===== src/design/pcrd_pkg.sv =====
// ----------------------------------------------------------------------------
// pcrd_pkg: shared definitions for the pairwise Canberra rank distance block
// Field widths, register codes and the request and response bundles of the
// shared divider.
// ----------------------------------------------------------------------------
package pcrd_pkg;

  // Default sizes of the rank store
  localparam int unsigned MAX_LISTS_DEF    = 8;
  localparam int unsigned MAX_ELEMENTS_DEF = 64;

  // Fixed field widths
  localparam int unsigned LIST_W    = 3;
  localparam int unsigned POS_W     = 6;
  localparam int unsigned RANK_W    = 6;
  localparam int unsigned LC_W      = 4;
  localparam int unsigned EC_W      = 7;
  localparam int unsigned TR_W      = 7;
  localparam int unsigned CFG_W     = 7;
  localparam int unsigned CFG_IDX_W = 2;
  localparam int unsigned DIST_W    = 24;
  localparam int unsigned TOTAL_W   = 29;
  localparam int unsigned CURSOR_W  = 6;
  localparam int unsigned FRAC_BITS = 16;

  // Divider sizes: divisor up to 255, at most 29 quotient bits
  localparam int unsigned DVS_W  = 8;
  localparam int unsigned STEP_W = 5;

  // Reset values of the configuration registers
  localparam logic [LC_W-1:0] LIST_COUNT_RST    = 4'd2;
  localparam logic [EC_W-1:0] ELEMENT_COUNT_RST = 7'd64;
  localparam logic [TR_W-1:0] TRUNCATION_RST    = 7'd64;

  // Configuration register indexes
  typedef enum logic [CFG_IDX_W-1:0] {
    REG_LIST_COUNT    = 2'd0,
    REG_ELEMENT_COUNT = 2'd1,
    REG_TRUNCATION    = 2'd2
  } cfg_reg_t;

  // Divider request: remainder seed, dividend bits shifted in MSB first
  typedef struct packed {
    logic               start;
    logic [DVS_W-1:0]   rem_init;
    logic [TOTAL_W-1:0] dividend;
    logic [DVS_W-1:0]   divisor;
    logic [STEP_W-1:0]  steps;
  } div_req_t;

  // Divider response: quotient valid while done is high
  typedef struct packed {
    logic               busy;
    logic               done;
    logic [TOTAL_W-1:0] quotient;
  } div_rsp_t;

endpackage


===== src/design/pcrd_rank_store.sv =====
// ----------------------------------------------------------------------------
// pcrd_rank_store: rank list memory
// One write port and two read ports with registered read data.
// ----------------------------------------------------------------------------
module pcrd_rank_store
  import pcrd_pkg::*;
#(
  parameter  int unsigned DEPTH = MAX_LISTS_DEF * MAX_ELEMENTS_DEF,
  localparam int unsigned AW    = $clog2(DEPTH)
) (
  input  logic              clk,
  input  logic              wr_en,
  input  logic [AW-1:0]     wr_addr,
  input  logic [RANK_W-1:0] wr_data,
  input  logic [AW-1:0]     rd_addr_a,
  input  logic [AW-1:0]     rd_addr_b,
  output logic [RANK_W-1:0] rd_data_a,
  output logic [RANK_W-1:0] rd_data_b
);

  logic [RANK_W-1:0] mem [DEPTH];
  logic [RANK_W-1:0] rd_data_a_r;
  logic [RANK_W-1:0] rd_data_b_r;

  // Write the loaded rank, read both lists of the pair
  always_ff @(posedge clk) begin
    if (wr_en) begin
      mem[wr_addr] <= wr_data;
    end
    rd_data_a_r <= mem[rd_addr_a];
    rd_data_b_r <= mem[rd_addr_b];
  end

  assign rd_data_a = rd_data_a_r;
  assign rd_data_b = rd_data_b_r;

endmodule


===== src/design/pcrd_divider.sv =====
// ----------------------------------------------------------------------------
// pcrd_divider: shared restoring divider
// One quotient bit per cycle; serves the per-position ratios and the mean.
// ----------------------------------------------------------------------------
module pcrd_divider
  import pcrd_pkg::*;
(
  input  logic     clk,
  input  logic     rst_n,
  input  div_req_t req,
  output div_rsp_t rsp
);

  logic               busy_r, busy_nxt;
  logic               done_r, done_nxt;
  logic [STEP_W-1:0]  cnt_r, cnt_nxt;
  logic [DVS_W-1:0]   rem_r, rem_nxt;
  logic [DVS_W-1:0]   divisor_r, divisor_nxt;
  logic [TOTAL_W-1:0] quo_r, quo_nxt;
  logic [DVS_W:0]     trial;
  logic [DVS_W:0]     diff;
  logic               fits;

  // One shift-and-subtract step
  always_comb begin
    trial = {rem_r, quo_r[TOTAL_W-1]};
    diff  = trial - {1'b0, divisor_r};
    fits  = (trial >= {1'b0, divisor_r});
  end

  // Load on start, step while busy, flag the last step
  always_comb begin
    busy_nxt    = busy_r;
    done_nxt    = 1'b0;
    cnt_nxt     = cnt_r;
    rem_nxt     = rem_r;
    divisor_nxt = divisor_r;
    quo_nxt     = quo_r;
    if (req.start) begin
      busy_nxt    = 1'b1;
      cnt_nxt     = req.steps - STEP_W'(1);
      rem_nxt     = req.rem_init;
      divisor_nxt = req.divisor;
      quo_nxt     = req.dividend;
    end else if (busy_r) begin
      rem_nxt = fits ? diff[DVS_W-1:0] : trial[DVS_W-1:0];
      quo_nxt = {quo_r[TOTAL_W-2:0], fits};
      if (cnt_r == '0) begin
        busy_nxt = 1'b0;
        done_nxt = 1'b1;
      end else begin
        cnt_nxt = cnt_r - STEP_W'(1);
      end
    end
  end

  always_ff @(posedge clk) begin
    if (!rst_n) begin
      busy_r <= 1'b0;
      done_r <= 1'b0;
      cnt_r  <= '0;
    end else begin
      busy_r <= busy_nxt;
      done_r <= done_nxt;
      cnt_r  <= cnt_nxt;
    end
    rem_r     <= rem_nxt;
    divisor_r <= divisor_nxt;
    quo_r     <= quo_nxt;
  end

  assign rsp.busy     = busy_r;
  assign rsp.done     = done_r;
  assign rsp.quotient = quo_r;

  // A new division never lands on one in flight
  a_no_start_busy: assert property (@(posedge clk) disable iff (!rst_n)
    req.start |-> !busy_r)
    else $error("divider started while busy");

  // The final step raises done and drops busy
  a_last_step_done: assert property (@(posedge clk) disable iff (!rst_n)
    busy_r && !req.start && (cnt_r == '0) |=> done_r && !busy_r)
    else $error("divider missed done after last step");

  // Done marks a finished division only
  a_done_idle: assert property (@(posedge clk) disable iff (!rst_n)
    done_r |-> !busy_r && $past(busy_r))
    else $error("divider done without a division");

endmodule


===== src/design/pcrd_ctrl.sv =====
// ----------------------------------------------------------------------------
// pcrd_ctrl: load and pairwise pass sequencer
// Stores loaded ranks, walks pairs and positions, feeds the shared divider,
// accumulates distances and drives the result registers.
// ----------------------------------------------------------------------------
module pcrd_ctrl
  import pcrd_pkg::*;
#(
  parameter  int unsigned MAX_LISTS    = MAX_LISTS_DEF,
  parameter  int unsigned MAX_ELEMENTS = MAX_ELEMENTS_DEF,
  localparam int unsigned DEPTH        = MAX_LISTS * MAX_ELEMENTS,
  localparam int unsigned AW           = $clog2(DEPTH)
) (
  input  logic              clk,
  input  logic              rst_n,
  // command channel
  input  logic              start,
  output logic              busy,
  input  logic [LIST_W-1:0] in_list_index,
  input  logic [POS_W-1:0]  in_position,
  input  logic [RANK_W-1:0] in_rank,
  input  logic              in_load_done,
  // configuration
  input  logic [LC_W-1:0]   list_count,
  input  logic [EC_W-1:0]   element_count,
  input  logic [TR_W-1:0]   truncation,
  // rank store
  output logic              wr_en,
  output logic [AW-1:0]     wr_addr,
  output logic [RANK_W-1:0] wr_data,
  output logic [AW-1:0]     rd_addr_a,
  output logic [AW-1:0]     rd_addr_b,
  input  logic [RANK_W-1:0] rd_data_a,
  input  logic [RANK_W-1:0] rd_data_b,
  // shared divider
  output div_req_t          div_req,
  input  div_rsp_t          div_rsp,
  // result channel
  output logic              out_valid,
  output logic [LIST_W-1:0] out_first_list,
  output logic [LIST_W-1:0] out_second_list,
  output logic [DIST_W-1:0] out_pair_distance,
  output logic [DIST_W-1:0] out_mean_distance,
  output logic              out_last
);

  localparam int unsigned LW = $clog2(MAX_LISTS);
  localparam int unsigned PW = $clog2(MAX_ELEMENTS);

  typedef enum logic [2:0] {
    ST_IDLE,
    ST_SETUP,
    ST_READ,
    ST_DIFF,
    ST_DIV,
    ST_PAIR,
    ST_MEAN,
    ST_MEAN_WAIT
  } state_t;

  state_t             state_r, state_nxt;
  logic [LW-1:0]      i_r, i_nxt;
  logic [LW-1:0]      j_r, j_nxt;
  logic [PW-1:0]      p_r, p_nxt;
  logic [LW-1:0]      nl_m1_r, nl_m1_nxt;
  logic [PW-1:0]      ne_m1_r, ne_m1_nxt;
  logic [DVS_W-1:0]   cap_r, cap_nxt;
  logic [DIST_W-1:0]  acc_r, acc_nxt;
  logic [TOTAL_W-1:0] total_r, total_nxt;
  logic [CURSOR_W-1:0] cursor_r, cursor_nxt;

  logic               out_valid_r, out_valid_nxt;
  logic [LIST_W-1:0]  out_first_r, out_first_nxt;
  logic [LIST_W-1:0]  out_second_r, out_second_nxt;
  logic [DIST_W-1:0]  out_dist_r, out_dist_nxt;
  logic [DIST_W-1:0]  out_mean_r, out_mean_nxt;
  logic               out_last_r, out_last_nxt;

  logic [DVS_W-1:0]   a_inc, b_inc;
  logic [DVS_W-1:0]   a_clamp, b_clamp;
  logic [DVS_W-1:0]   rank_diff;
  logic [DVS_W-1:0]   rank_sum;
  logic               last_pair;

  // Store every accepted load item whose address falls inside the store
  always_comb begin
    wr_en   = start && (state_r == ST_IDLE)
              && (32'(in_list_index) < MAX_LISTS)
              && (32'(in_position) < MAX_ELEMENTS);
    wr_addr = AW'(in_list_index) * AW'(MAX_ELEMENTS) + AW'(in_position);
    wr_data = in_rank;
  end

  // Address both lists of the current pair at the current position
  always_comb begin
    rd_addr_a = AW'(i_r) * AW'(MAX_ELEMENTS) + AW'(p_r);
    rd_addr_b = AW'(j_r) * AW'(MAX_ELEMENTS) + AW'(p_r);
  end

  // Clamp both ranks and form the difference and the sum
  always_comb begin
    a_inc     = DVS_W'(rd_data_a) + DVS_W'(1);
    b_inc     = DVS_W'(rd_data_b) + DVS_W'(1);
    a_clamp   = (a_inc <= cap_r) ? a_inc : cap_r;
    b_clamp   = (b_inc <= cap_r) ? b_inc : cap_r;
    rank_diff = (a_clamp > b_clamp) ? (a_clamp - b_clamp) : (b_clamp - a_clamp);
    rank_sum  = a_clamp + b_clamp;
  end

  assign last_pair = (j_r == nl_m1_r) && ((i_r + LW'(1)) == j_r);

  // Sequencer
  always_comb begin
    state_nxt      = state_r;
    i_nxt          = i_r;
    j_nxt          = j_r;
    p_nxt          = p_r;
    nl_m1_nxt      = nl_m1_r;
    ne_m1_nxt      = ne_m1_r;
    cap_nxt        = cap_r;
    acc_nxt        = acc_r;
    total_nxt      = total_r;
    cursor_nxt     = cursor_r;
    out_valid_nxt  = 1'b0;
    out_first_nxt  = out_first_r;
    out_second_nxt = out_second_r;
    out_dist_nxt   = out_dist_r;
    out_mean_nxt   = out_mean_r;
    out_last_nxt   = out_last_r;
    div_req        = '0;

    unique case (state_r)
      ST_IDLE: begin
        if (start && in_load_done) begin
          state_nxt = ST_SETUP;
        end
      end

      // Latch the saturated counts and clear the running sums
      ST_SETUP: begin
        if (list_count < LC_W'(2)) begin
          nl_m1_nxt = LW'(1);
        end else if (32'(list_count) > MAX_LISTS) begin
          nl_m1_nxt = LW'(MAX_LISTS - 1);
        end else begin
          nl_m1_nxt = LW'(list_count - LC_W'(1));
        end
        if (element_count == '0) begin
          ne_m1_nxt = '0;
        end else if (32'(element_count) > MAX_ELEMENTS) begin
          ne_m1_nxt = PW'(MAX_ELEMENTS - 1);
        end else begin
          ne_m1_nxt = PW'(element_count - EC_W'(1));
        end
        cap_nxt    = DVS_W'(truncation) + DVS_W'(1);
        i_nxt      = '0;
        j_nxt      = LW'(1);
        p_nxt      = '0;
        acc_nxt    = '0;
        total_nxt  = '0;
        cursor_nxt = '0;
        state_nxt  = ST_READ;
      end

      ST_READ: begin
        state_nxt = ST_DIFF;
      end

      // Launch |a-b| * 2^16 / (a+b)
      ST_DIFF: begin
        div_req.start    = 1'b1;
        div_req.rem_init = rank_diff;
        div_req.dividend = '0;
        div_req.divisor  = rank_sum;
        div_req.steps    = STEP_W'(FRAC_BITS);
        state_nxt        = ST_DIV;
      end

      // Add the ratio, then advance the position or close the pair
      ST_DIV: begin
        if (div_rsp.done) begin
          acc_nxt = acc_r + DIST_W'(div_rsp.quotient[FRAC_BITS-1:0]);
          if (p_r == ne_m1_r) begin
            state_nxt = ST_PAIR;
          end else begin
            p_nxt     = p_r + PW'(1);
            state_nxt = ST_READ;
          end
        end
      end

      ST_PAIR: begin
        total_nxt  = total_r + TOTAL_W'(acc_r);
        cursor_nxt = cursor_r + CURSOR_W'(1);
        if (last_pair) begin
          state_nxt = ST_MEAN;
        end else begin
          out_valid_nxt  = 1'b1;
          out_first_nxt  = LIST_W'(i_r);
          out_second_nxt = LIST_W'(j_r);
          out_dist_nxt   = acc_r;
          out_mean_nxt   = '0;
          out_last_nxt   = 1'b0;
          if (j_r == nl_m1_r) begin
            i_nxt = i_r + LW'(1);
            j_nxt = i_r + LW'(2);
          end else begin
            j_nxt = j_r + LW'(1);
          end
          p_nxt     = '0;
          acc_nxt   = '0;
          state_nxt = ST_READ;
        end
      end

      // Launch total / pairs
      ST_MEAN: begin
        div_req.start    = 1'b1;
        div_req.rem_init = '0;
        div_req.dividend = total_r;
        div_req.divisor  = DVS_W'(cursor_r);
        div_req.steps    = STEP_W'(TOTAL_W);
        state_nxt        = ST_MEAN_WAIT;
      end

      // Emit the final pair with the mean
      ST_MEAN_WAIT: begin
        if (div_rsp.done) begin
          out_valid_nxt  = 1'b1;
          out_first_nxt  = LIST_W'(i_r);
          out_second_nxt = LIST_W'(j_r);
          out_dist_nxt   = acc_r;
          out_mean_nxt   = div_rsp.quotient[DIST_W-1:0];
          out_last_nxt   = 1'b1;
          state_nxt      = ST_IDLE;
        end
      end

      default: begin
        state_nxt = ST_IDLE;
      end
    endcase
  end

  // Hold state and result registers
  always_ff @(posedge clk) begin
    if (!rst_n) begin
      state_r     <= ST_IDLE;
      out_valid_r <= 1'b0;
      out_last_r  <= 1'b0;
      i_r         <= '0;
      j_r         <= LW'(1);
      p_r         <= '0;
      total_r     <= '0;
      cursor_r    <= '0;
    end else begin
      state_r     <= state_nxt;
      out_valid_r <= out_valid_nxt;
      out_last_r  <= out_last_nxt;
      i_r         <= i_nxt;
      j_r         <= j_nxt;
      p_r         <= p_nxt;
      total_r     <= total_nxt;
      cursor_r    <= cursor_nxt;
    end
    nl_m1_r      <= nl_m1_nxt;
    ne_m1_r      <= ne_m1_nxt;
    cap_r        <= cap_nxt;
    acc_r        <= acc_nxt;
    out_first_r  <= out_first_nxt;
    out_second_r <= out_second_nxt;
    out_dist_r   <= out_dist_nxt;
    out_mean_r   <= out_mean_nxt;
  end

  assign busy              = (state_r != ST_IDLE);
  assign out_valid         = out_valid_r;
  assign out_first_list    = out_first_r;
  assign out_second_list   = out_second_r;
  assign out_pair_distance = out_dist_r;
  assign out_mean_distance = out_mean_r;
  assign out_last          = out_last_r;

  // An intermediate pair result always resumes the position walk
  a_mid_result_resumes: assert property (@(posedge clk) disable iff (!rst_n)
    out_valid_r && !out_last_r |-> state_r == ST_READ)
    else $error("intermediate result without resuming the pass");

  // The final result closes the pass
  a_last_result_idle: assert property (@(posedge clk) disable iff (!rst_n)
    out_valid_r && out_last_r |-> state_r == ST_IDLE)
    else $error("final result while the pass is still running");

  // Pairs come out in ascending order of list index
  a_pair_order: assert property (@(posedge clk) disable iff (!rst_n)
    out_valid_r |-> out_first_r < out_second_r)
    else $error("pair indexes out of order");

  // Each ratio launch finds the divider working on the next cycle
  a_div_launch: assert property (@(posedge clk) disable iff (!rst_n)
    state_r == ST_DIFF |=> state_r == ST_DIV && div_rsp.busy)
    else $error("divider not running after launch");

endmodule


===== src/design/pairwise_canberra_rank_distance_top.sv =====
// ----------------------------------------------------------------------------
// pairwise_canberra_rank_distance_top: pairwise Canberra distance of rank lists
// Loads top-k rank lists, then gives the Q8.16 distance of every list pair
// and the mean distance on the final pair.
//
//   channel  ports                               handshake
//   -------  ----------------------------------  -----------------------------
//   input    in_list_index in_position in_rank   transfer when start && !busy
//            in_load_done
//   result   out_first_list out_second_list      one-cycle strobe out_valid
//            out_pair_distance out_mean_distance
//            out_last
//   config   cfg_index cfg_data                  write when cfg_we
//
// Load items are taken while idle; a load item with in_load_done starts the pass.
// Each position of a pair reads both ranks and runs a 16-step ratio division on
// the shared divider; the final pair's result waits for the 29-step mean division.
// busy stays high for the whole pass. Results cannot be stalled.
// Reset is synchronous; the rank store holds no reset and is valid once written.
// ----------------------------------------------------------------------------
module pairwise_canberra_rank_distance_top
  import pcrd_pkg::*;
#(
  parameter int unsigned MAX_LISTS    = MAX_LISTS_DEF,
  parameter int unsigned MAX_ELEMENTS = MAX_ELEMENTS_DEF
) (
  input  logic                 clk,
  input  logic                 rst_n,
  // input channel
  input  logic                 start,
  output logic                 busy,
  input  logic [LIST_W-1:0]    in_list_index,
  input  logic [POS_W-1:0]     in_position,
  input  logic [RANK_W-1:0]    in_rank,
  input  logic                 in_load_done,
  // configuration
  input  logic                 cfg_we,
  input  logic [CFG_IDX_W-1:0] cfg_index,
  input  logic [CFG_W-1:0]     cfg_data,
  // result channel
  output logic                 out_valid,
  output logic [LIST_W-1:0]    out_first_list,
  output logic [LIST_W-1:0]    out_second_list,
  output logic [DIST_W-1:0]    out_pair_distance,
  output logic [DIST_W-1:0]    out_mean_distance,
  output logic                 out_last
);

  localparam int unsigned DEPTH = MAX_LISTS * MAX_ELEMENTS;
  localparam int unsigned AW    = $clog2(DEPTH);

  logic [LC_W-1:0]   list_count_r, list_count_nxt;
  logic [EC_W-1:0]   element_count_r, element_count_nxt;
  logic [TR_W-1:0]   truncation_r, truncation_nxt;

  logic              wr_en;
  logic [AW-1:0]     wr_addr;
  logic [RANK_W-1:0] wr_data;
  logic [AW-1:0]     rd_addr_a;
  logic [AW-1:0]     rd_addr_b;
  logic [RANK_W-1:0] rd_data_a;
  logic [RANK_W-1:0] rd_data_b;
  div_req_t          div_req;
  div_rsp_t          div_rsp;

  // Decode configuration writes; drop unknown indexes
  always_comb begin
    list_count_nxt    = list_count_r;
    element_count_nxt = element_count_r;
    truncation_nxt    = truncation_r;
    if (cfg_we) begin
      unique case (cfg_index)
        REG_LIST_COUNT:    list_count_nxt    = cfg_data[LC_W-1:0];
        REG_ELEMENT_COUNT: element_count_nxt = cfg_data[EC_W-1:0];
        REG_TRUNCATION:    truncation_nxt    = cfg_data[TR_W-1:0];
        default: ;
      endcase
    end
  end

  always_ff @(posedge clk) begin
    if (!rst_n) begin
      list_count_r    <= LIST_COUNT_RST;
      element_count_r <= ELEMENT_COUNT_RST;
      truncation_r    <= TRUNCATION_RST;
    end else begin
      list_count_r    <= list_count_nxt;
      element_count_r <= element_count_nxt;
      truncation_r    <= truncation_nxt;
    end
  end

  pcrd_ctrl #(
    .MAX_LISTS    (MAX_LISTS),
    .MAX_ELEMENTS (MAX_ELEMENTS)
  ) u_ctrl (
    .clk               (clk),
    .rst_n             (rst_n),
    .start             (start),
    .busy              (busy),
    .in_list_index     (in_list_index),
    .in_position       (in_position),
    .in_rank           (in_rank),
    .in_load_done      (in_load_done),
    .list_count        (list_count_r),
    .element_count     (element_count_r),
    .truncation        (truncation_r),
    .wr_en             (wr_en),
    .wr_addr           (wr_addr),
    .wr_data           (wr_data),
    .rd_addr_a         (rd_addr_a),
    .rd_addr_b         (rd_addr_b),
    .rd_data_a         (rd_data_a),
    .rd_data_b         (rd_data_b),
    .div_req           (div_req),
    .div_rsp           (div_rsp),
    .out_valid         (out_valid),
    .out_first_list    (out_first_list),
    .out_second_list   (out_second_list),
    .out_pair_distance (out_pair_distance),
    .out_mean_distance (out_mean_distance),
    .out_last          (out_last)
  );

  pcrd_rank_store #(
    .DEPTH (DEPTH)
  ) u_store (
    .clk       (clk),
    .wr_en     (wr_en),
    .wr_addr   (wr_addr),
    .wr_data   (wr_data),
    .rd_addr_a (rd_addr_a),
    .rd_addr_b (rd_addr_b),
    .rd_data_a (rd_data_a),
    .rd_data_b (rd_data_b)
  );

  pcrd_divider u_div (
    .clk   (clk),
    .rst_n (rst_n),
    .req   (div_req),
    .rsp   (div_rsp)
  );

endmodule

===== config.mk =====
export PLATFORM = sky130hd
export DESIGN_NAME = pairwise_canberra_rank_distance_top
export DESIGN_NICKNAME = d
export VERILOG_FILES = /design/src/design/pcrd_pkg.sv /design/src/design/pcrd_rank_store.sv /design/src/design/pcrd_divider.sv /design/src/design/pcrd_ctrl.sv /design/src/design/pairwise_canberra_rank_distance_top.sv
export SDC_FILE = /design/constraint.sdc
export NUM_CORES = 2
export LEC_CHECK = 0
export BUFFER_PORTS_ARGS = -buffer_cell sky130_fd_sc_hd__buf_2
export CAP_MARGIN = 0
export CORE_MARGIN = 10
export CORE_UTILIZATION = 58
export CTS_BUF_LIST = sky130_fd_sc_hd__clkbuf_4 sky130_fd_sc_hd__clkbuf_8
export DETAILED_ROUTE_END_ITERATION = 10
export PLACE_DENSITY_LB_ADDON = 0.05
export SYNTH_ARGS = -nofsm -noshare
export SYNTH_HDL_FRONTEND = slang
export SYNTH_SLANG_ARGS = --single-unit

===== constraint.sdc =====
create_clock -name clk -period 5.8 [get_ports clk]
set_input_delay 1.16 -clock clk [delete_from_list [all_inputs] [get_ports clk]]
set_output_delay 1.16 -clock clk [all_outputs]
set_load 0.02 [all_outputs]

==> run metrics <==
Die X=499 um; hold slack=0.339 ns; dominant cell type by area after synthesis=edfxtp_1; drt via density=6.66; Worst VDD drop=0.261 mV; htree depth=6; Reg2Reg Depth=21; synth top area cells=edfxtp_1 72%, mux4_2 11%, mux2i_1 2.8%; final std cells w/o fill=11000; Clock Latency Late Sink=1.11 ns; register share of total power=0.559; CP startpoint=u_store.rd_data_a[0]; Initial DRC Count=9894; post-place setup slack=0.313 ns; DP Wirelength=228000 um; Int Power=roughly 37 mW; Sw Share=0.211; Site Rows=approximately 180; yosys warns=0; setup violators final=0; Worst-Margin Slew=between 1 and 1.5 ns; async set or reset register ratio after synthesis=0; Root Driver=clkbuf_8; register bit total from synthesis=3301; GPL Wtd Cong=0.862; worst hold path class=in -> reg; Register Area=0.0983 sq mm; Fin. Hold Viols=0; CP peak stage delay=roughly 0.46 ns; Logic pwr share=0.020; crit-path leading delay family=compound AO/OA/AOI/OAI gates; Placed Instances=10000; Buf+Inv Stages, Crit Path=2; initial antenna violation count=32; Setup TNS=0 ns; Synth Flop Type=edfxtp_1; post-synth cell types=87; Die Y=approximately 500 um; MaxCap Viol Count=0; number of nets with antenna violations after routing=0; count leader, synth=edfxtp_1; Avg Cell Area, Syn=18.7 sq um; critical path startpoint category=register; Setup Skew=0.0775 ns; WL final=around 370000 um; P&R area growth vs syn=11.3%; clock slew at reported path FFs=around 0.06 ns; largest net degree at the start of global routing=181; Mapped Area=0.133 sq mm; DRC=0; Pleak=about 46 nW; drt first pass iters=5; slowest CP cell=ha_1; vias in the first global route=approximately 73000; capturing point of the worst reg2reg path=u_div.rem_r[7]; relative slew slack=0.180; Num CTS Buffers=553; cell depth of the worst setup path=21; Final min period=5.36 ns; crit path cell chain=ha_1, xor2_1, ha_1, o21a_1, o21a_1, o21a_1, o21a_1, o21ai_0, a211oi_4, buf_4, mux2_2, ha_1, nor2_1, and3_1, and4b_1, a31oi_2, buf_4, mux2i_1, nor4_1, o31a_1, o31ai_1; top cells by count, synth=3212 x edfxtp_1, 646 x mux4_2, 636 x nor2_1, 371 x mux2i_1, 234 x clkbuf_1; CTS tree=done; sequential share of the synthesized area=0.738; max-slew violations=0; Post-synth EDFFs=~3200; first-pass GRT wire length=531000 um; WS Path Type=reg -> reg; total track usage=0.294; Psw=9.92 mW; crit path max fanout=9; CP Capture Type=register; crit-path most repeated cell=o21a_1; remaining global-route overflow=0; Critical Path Sink=u_div.rem_r[7]; Die ar.=0.249 sq mm; nets=7700; status=finished, final reports clean; layout cells sized above 1=0.238; Synth top area share=0.725; Port-buffer cells=85; RSZ-0062 raised after global routing=false; fmax=187 MHz; Worst Path Arrival=6.27 ns; Syn Inst Count=7123; final setup margin=0.439 ns; Placeable Area=0.228 sq mm; clock sinks=3301; WL per Instance=33.7 um; fraction of power consumed by the clock network=0.421; Worst Path Required=6.71 ns; DR vias=73200; fillcell total=roughly 16000; RR Startpoint=u_store.rd_data_a[0]; Post-Syn Nets=7252; Reg2Reg Setup Slack=~0.44 ns; Final Cycle Share=0.924; I/O pin total=86; multi-input logic area=0.0326 sq mm; Initial Utilization=0.584; CTS Buffer Depth=4; power per cell area=317 mW/mm^2
[worst min-delay path by stage]
stage / start / endpoint / slack [ns] / cells past startpoint
global placement: list_count_r[0] / u_ctrl.nl_m1_r[0] / 0.44 / 1
floorplan: u_ctrl.i_r[2] / u_ctrl.out_first_list[2] / 0.41 / 0
finish: cfg_data[6] / truncation_r[6] / 0.34 / 3
global route: cfg_data[6] / element_count_r[6] / 0.30 / 3
detailed placement: list_count_r[0] / u_ctrl.nl_m1_r[0] / 0.45 / 1
CTS: cfg_data[6] / element_count_r[6] / 0.27 / 3
[registers in the layout (all words and copies together) (netlist names), 8 cells and up]
name and count:
u_store.mem 3072, u_ctrl.out_pair_distance 24, u_ctrl.cap_r 8, u_div.divisor_r 8
u_ctrl.out_mean_distance 24, u_ctrl.acc_r 24, u_ctrl.total_r 29, u_div.rem_r 8
u_div.quo_r 29
[cell usage in the layout (no fill, tap or decap), drive strengths merged, types with 56 or more instances in the layout]
cell type | netlist | routed
edfxtp | 3212 | 3212
clkbuf | 234 | 748
mux4 | 646 | 646
nor2 | 637 | 637
mux2i | 371 | 371
buf | 201 | 328
nand2 | 207 | 207
a22oi | 169 | 169
clkinv | 1 | 161
a21oi | 147 | 147
o21ai | 95 | 95
ha | 94 | 94
dfxtp | 89 | 89
nand3 | 81 | 81
inv | 59 | 70
a22o | 66 | 66
o22ai | 64 | 64
nor2b | 63 | 63
a221oi | 60 | 60
xnor2 | 58 | 58
o221ai | 56 | 56
[cells by family (layout without fill, tap and decap cells)]
family          Yosys count  count (layout)  synth area share
fa+ha+maj               102             102           0.00989
buf+inv                 495            1338            0.0190
other cells               2              20         0.0000564
mux                    1043            1043             0.139
xor+xnor                 83              83           0.00546
compound gates          881             881            0.0470
simple gates           1216            1216            0.0408
flops                  3301            3301             0.738
[through the flow]
stage | power, mW | area, sq um | utilization
2_1_floorplan | 27.1 | 133000 | -
3_3_place_gp | 27.6 | 138000 | 0.605
3_5_place_dp | 27.7 | 138000 | 0.605
4_1_cts | 47.2 | 148000 | 0.650
5_1_grt | 48.4 | 148000 | 0.650
6_report | 47.0 | 148000 | 0.651
[cell type report]
class | count | area share
diodes | 18 | 0.000304
well taps | 3009 | 0.0254
clock inverters | 202 | 0.00827
multi-input cells | 3327 | 0.220
repair buffers | 328 | 0.0197
flip-flops and latches | 3301 | 0.663
clock buffers | 748 | 0.0617
inverters | 60 | 0.00154
[what timing repair did]
item,4_1_cts,5_1_grt
hold endpoints to repair,0,0
resized for setup,0,2
hold buffers,0,0
buffers inserted,0,0
setup endpoints to repair,0,2
[power groups by stage]
stage / sequential [mW] / combinational [mW] / clock, mW
after global placement: 26.7 / 0.906 / 0
after detailed placement: 26.7 / 0.938 / 0
after floorplan: 26.7 / 0.331 / 0
after global routing: 26.2 / 1.01 / 21.1
after CTS: 26.2 / 0.938 / 20.0
final: 26.2 / 0.942 / 19.8
[metal layers]
metal	global-route usage	vias to the layer above	wire [um]	share of wire
li1	-	30000	-	-
met1	0.421	38300	146000	0.39
met2	0.450	4138	173000	0.47
met3	0.0697	723	38500	0.10
met4	0.102	14	13000	0.035
met5	0	-	86	0.00023
[worst reg2reg max path: cells and delay by family, from the launching register on]
kind / cells / cell delay, ns
adders and majority gates: 3 / 0.99
AOI/OAI and AO/OA: 9 / 1.83
DFF: 1 / 0.44
buffers and inverters: 2 / 0.44
and+or+nand+nor: 4 / 0.61
xor gates and xnor gates: 1 / 0.29
muxes: 2 / 0.58
Note: power is estimated with default switching activity, not from simulation.
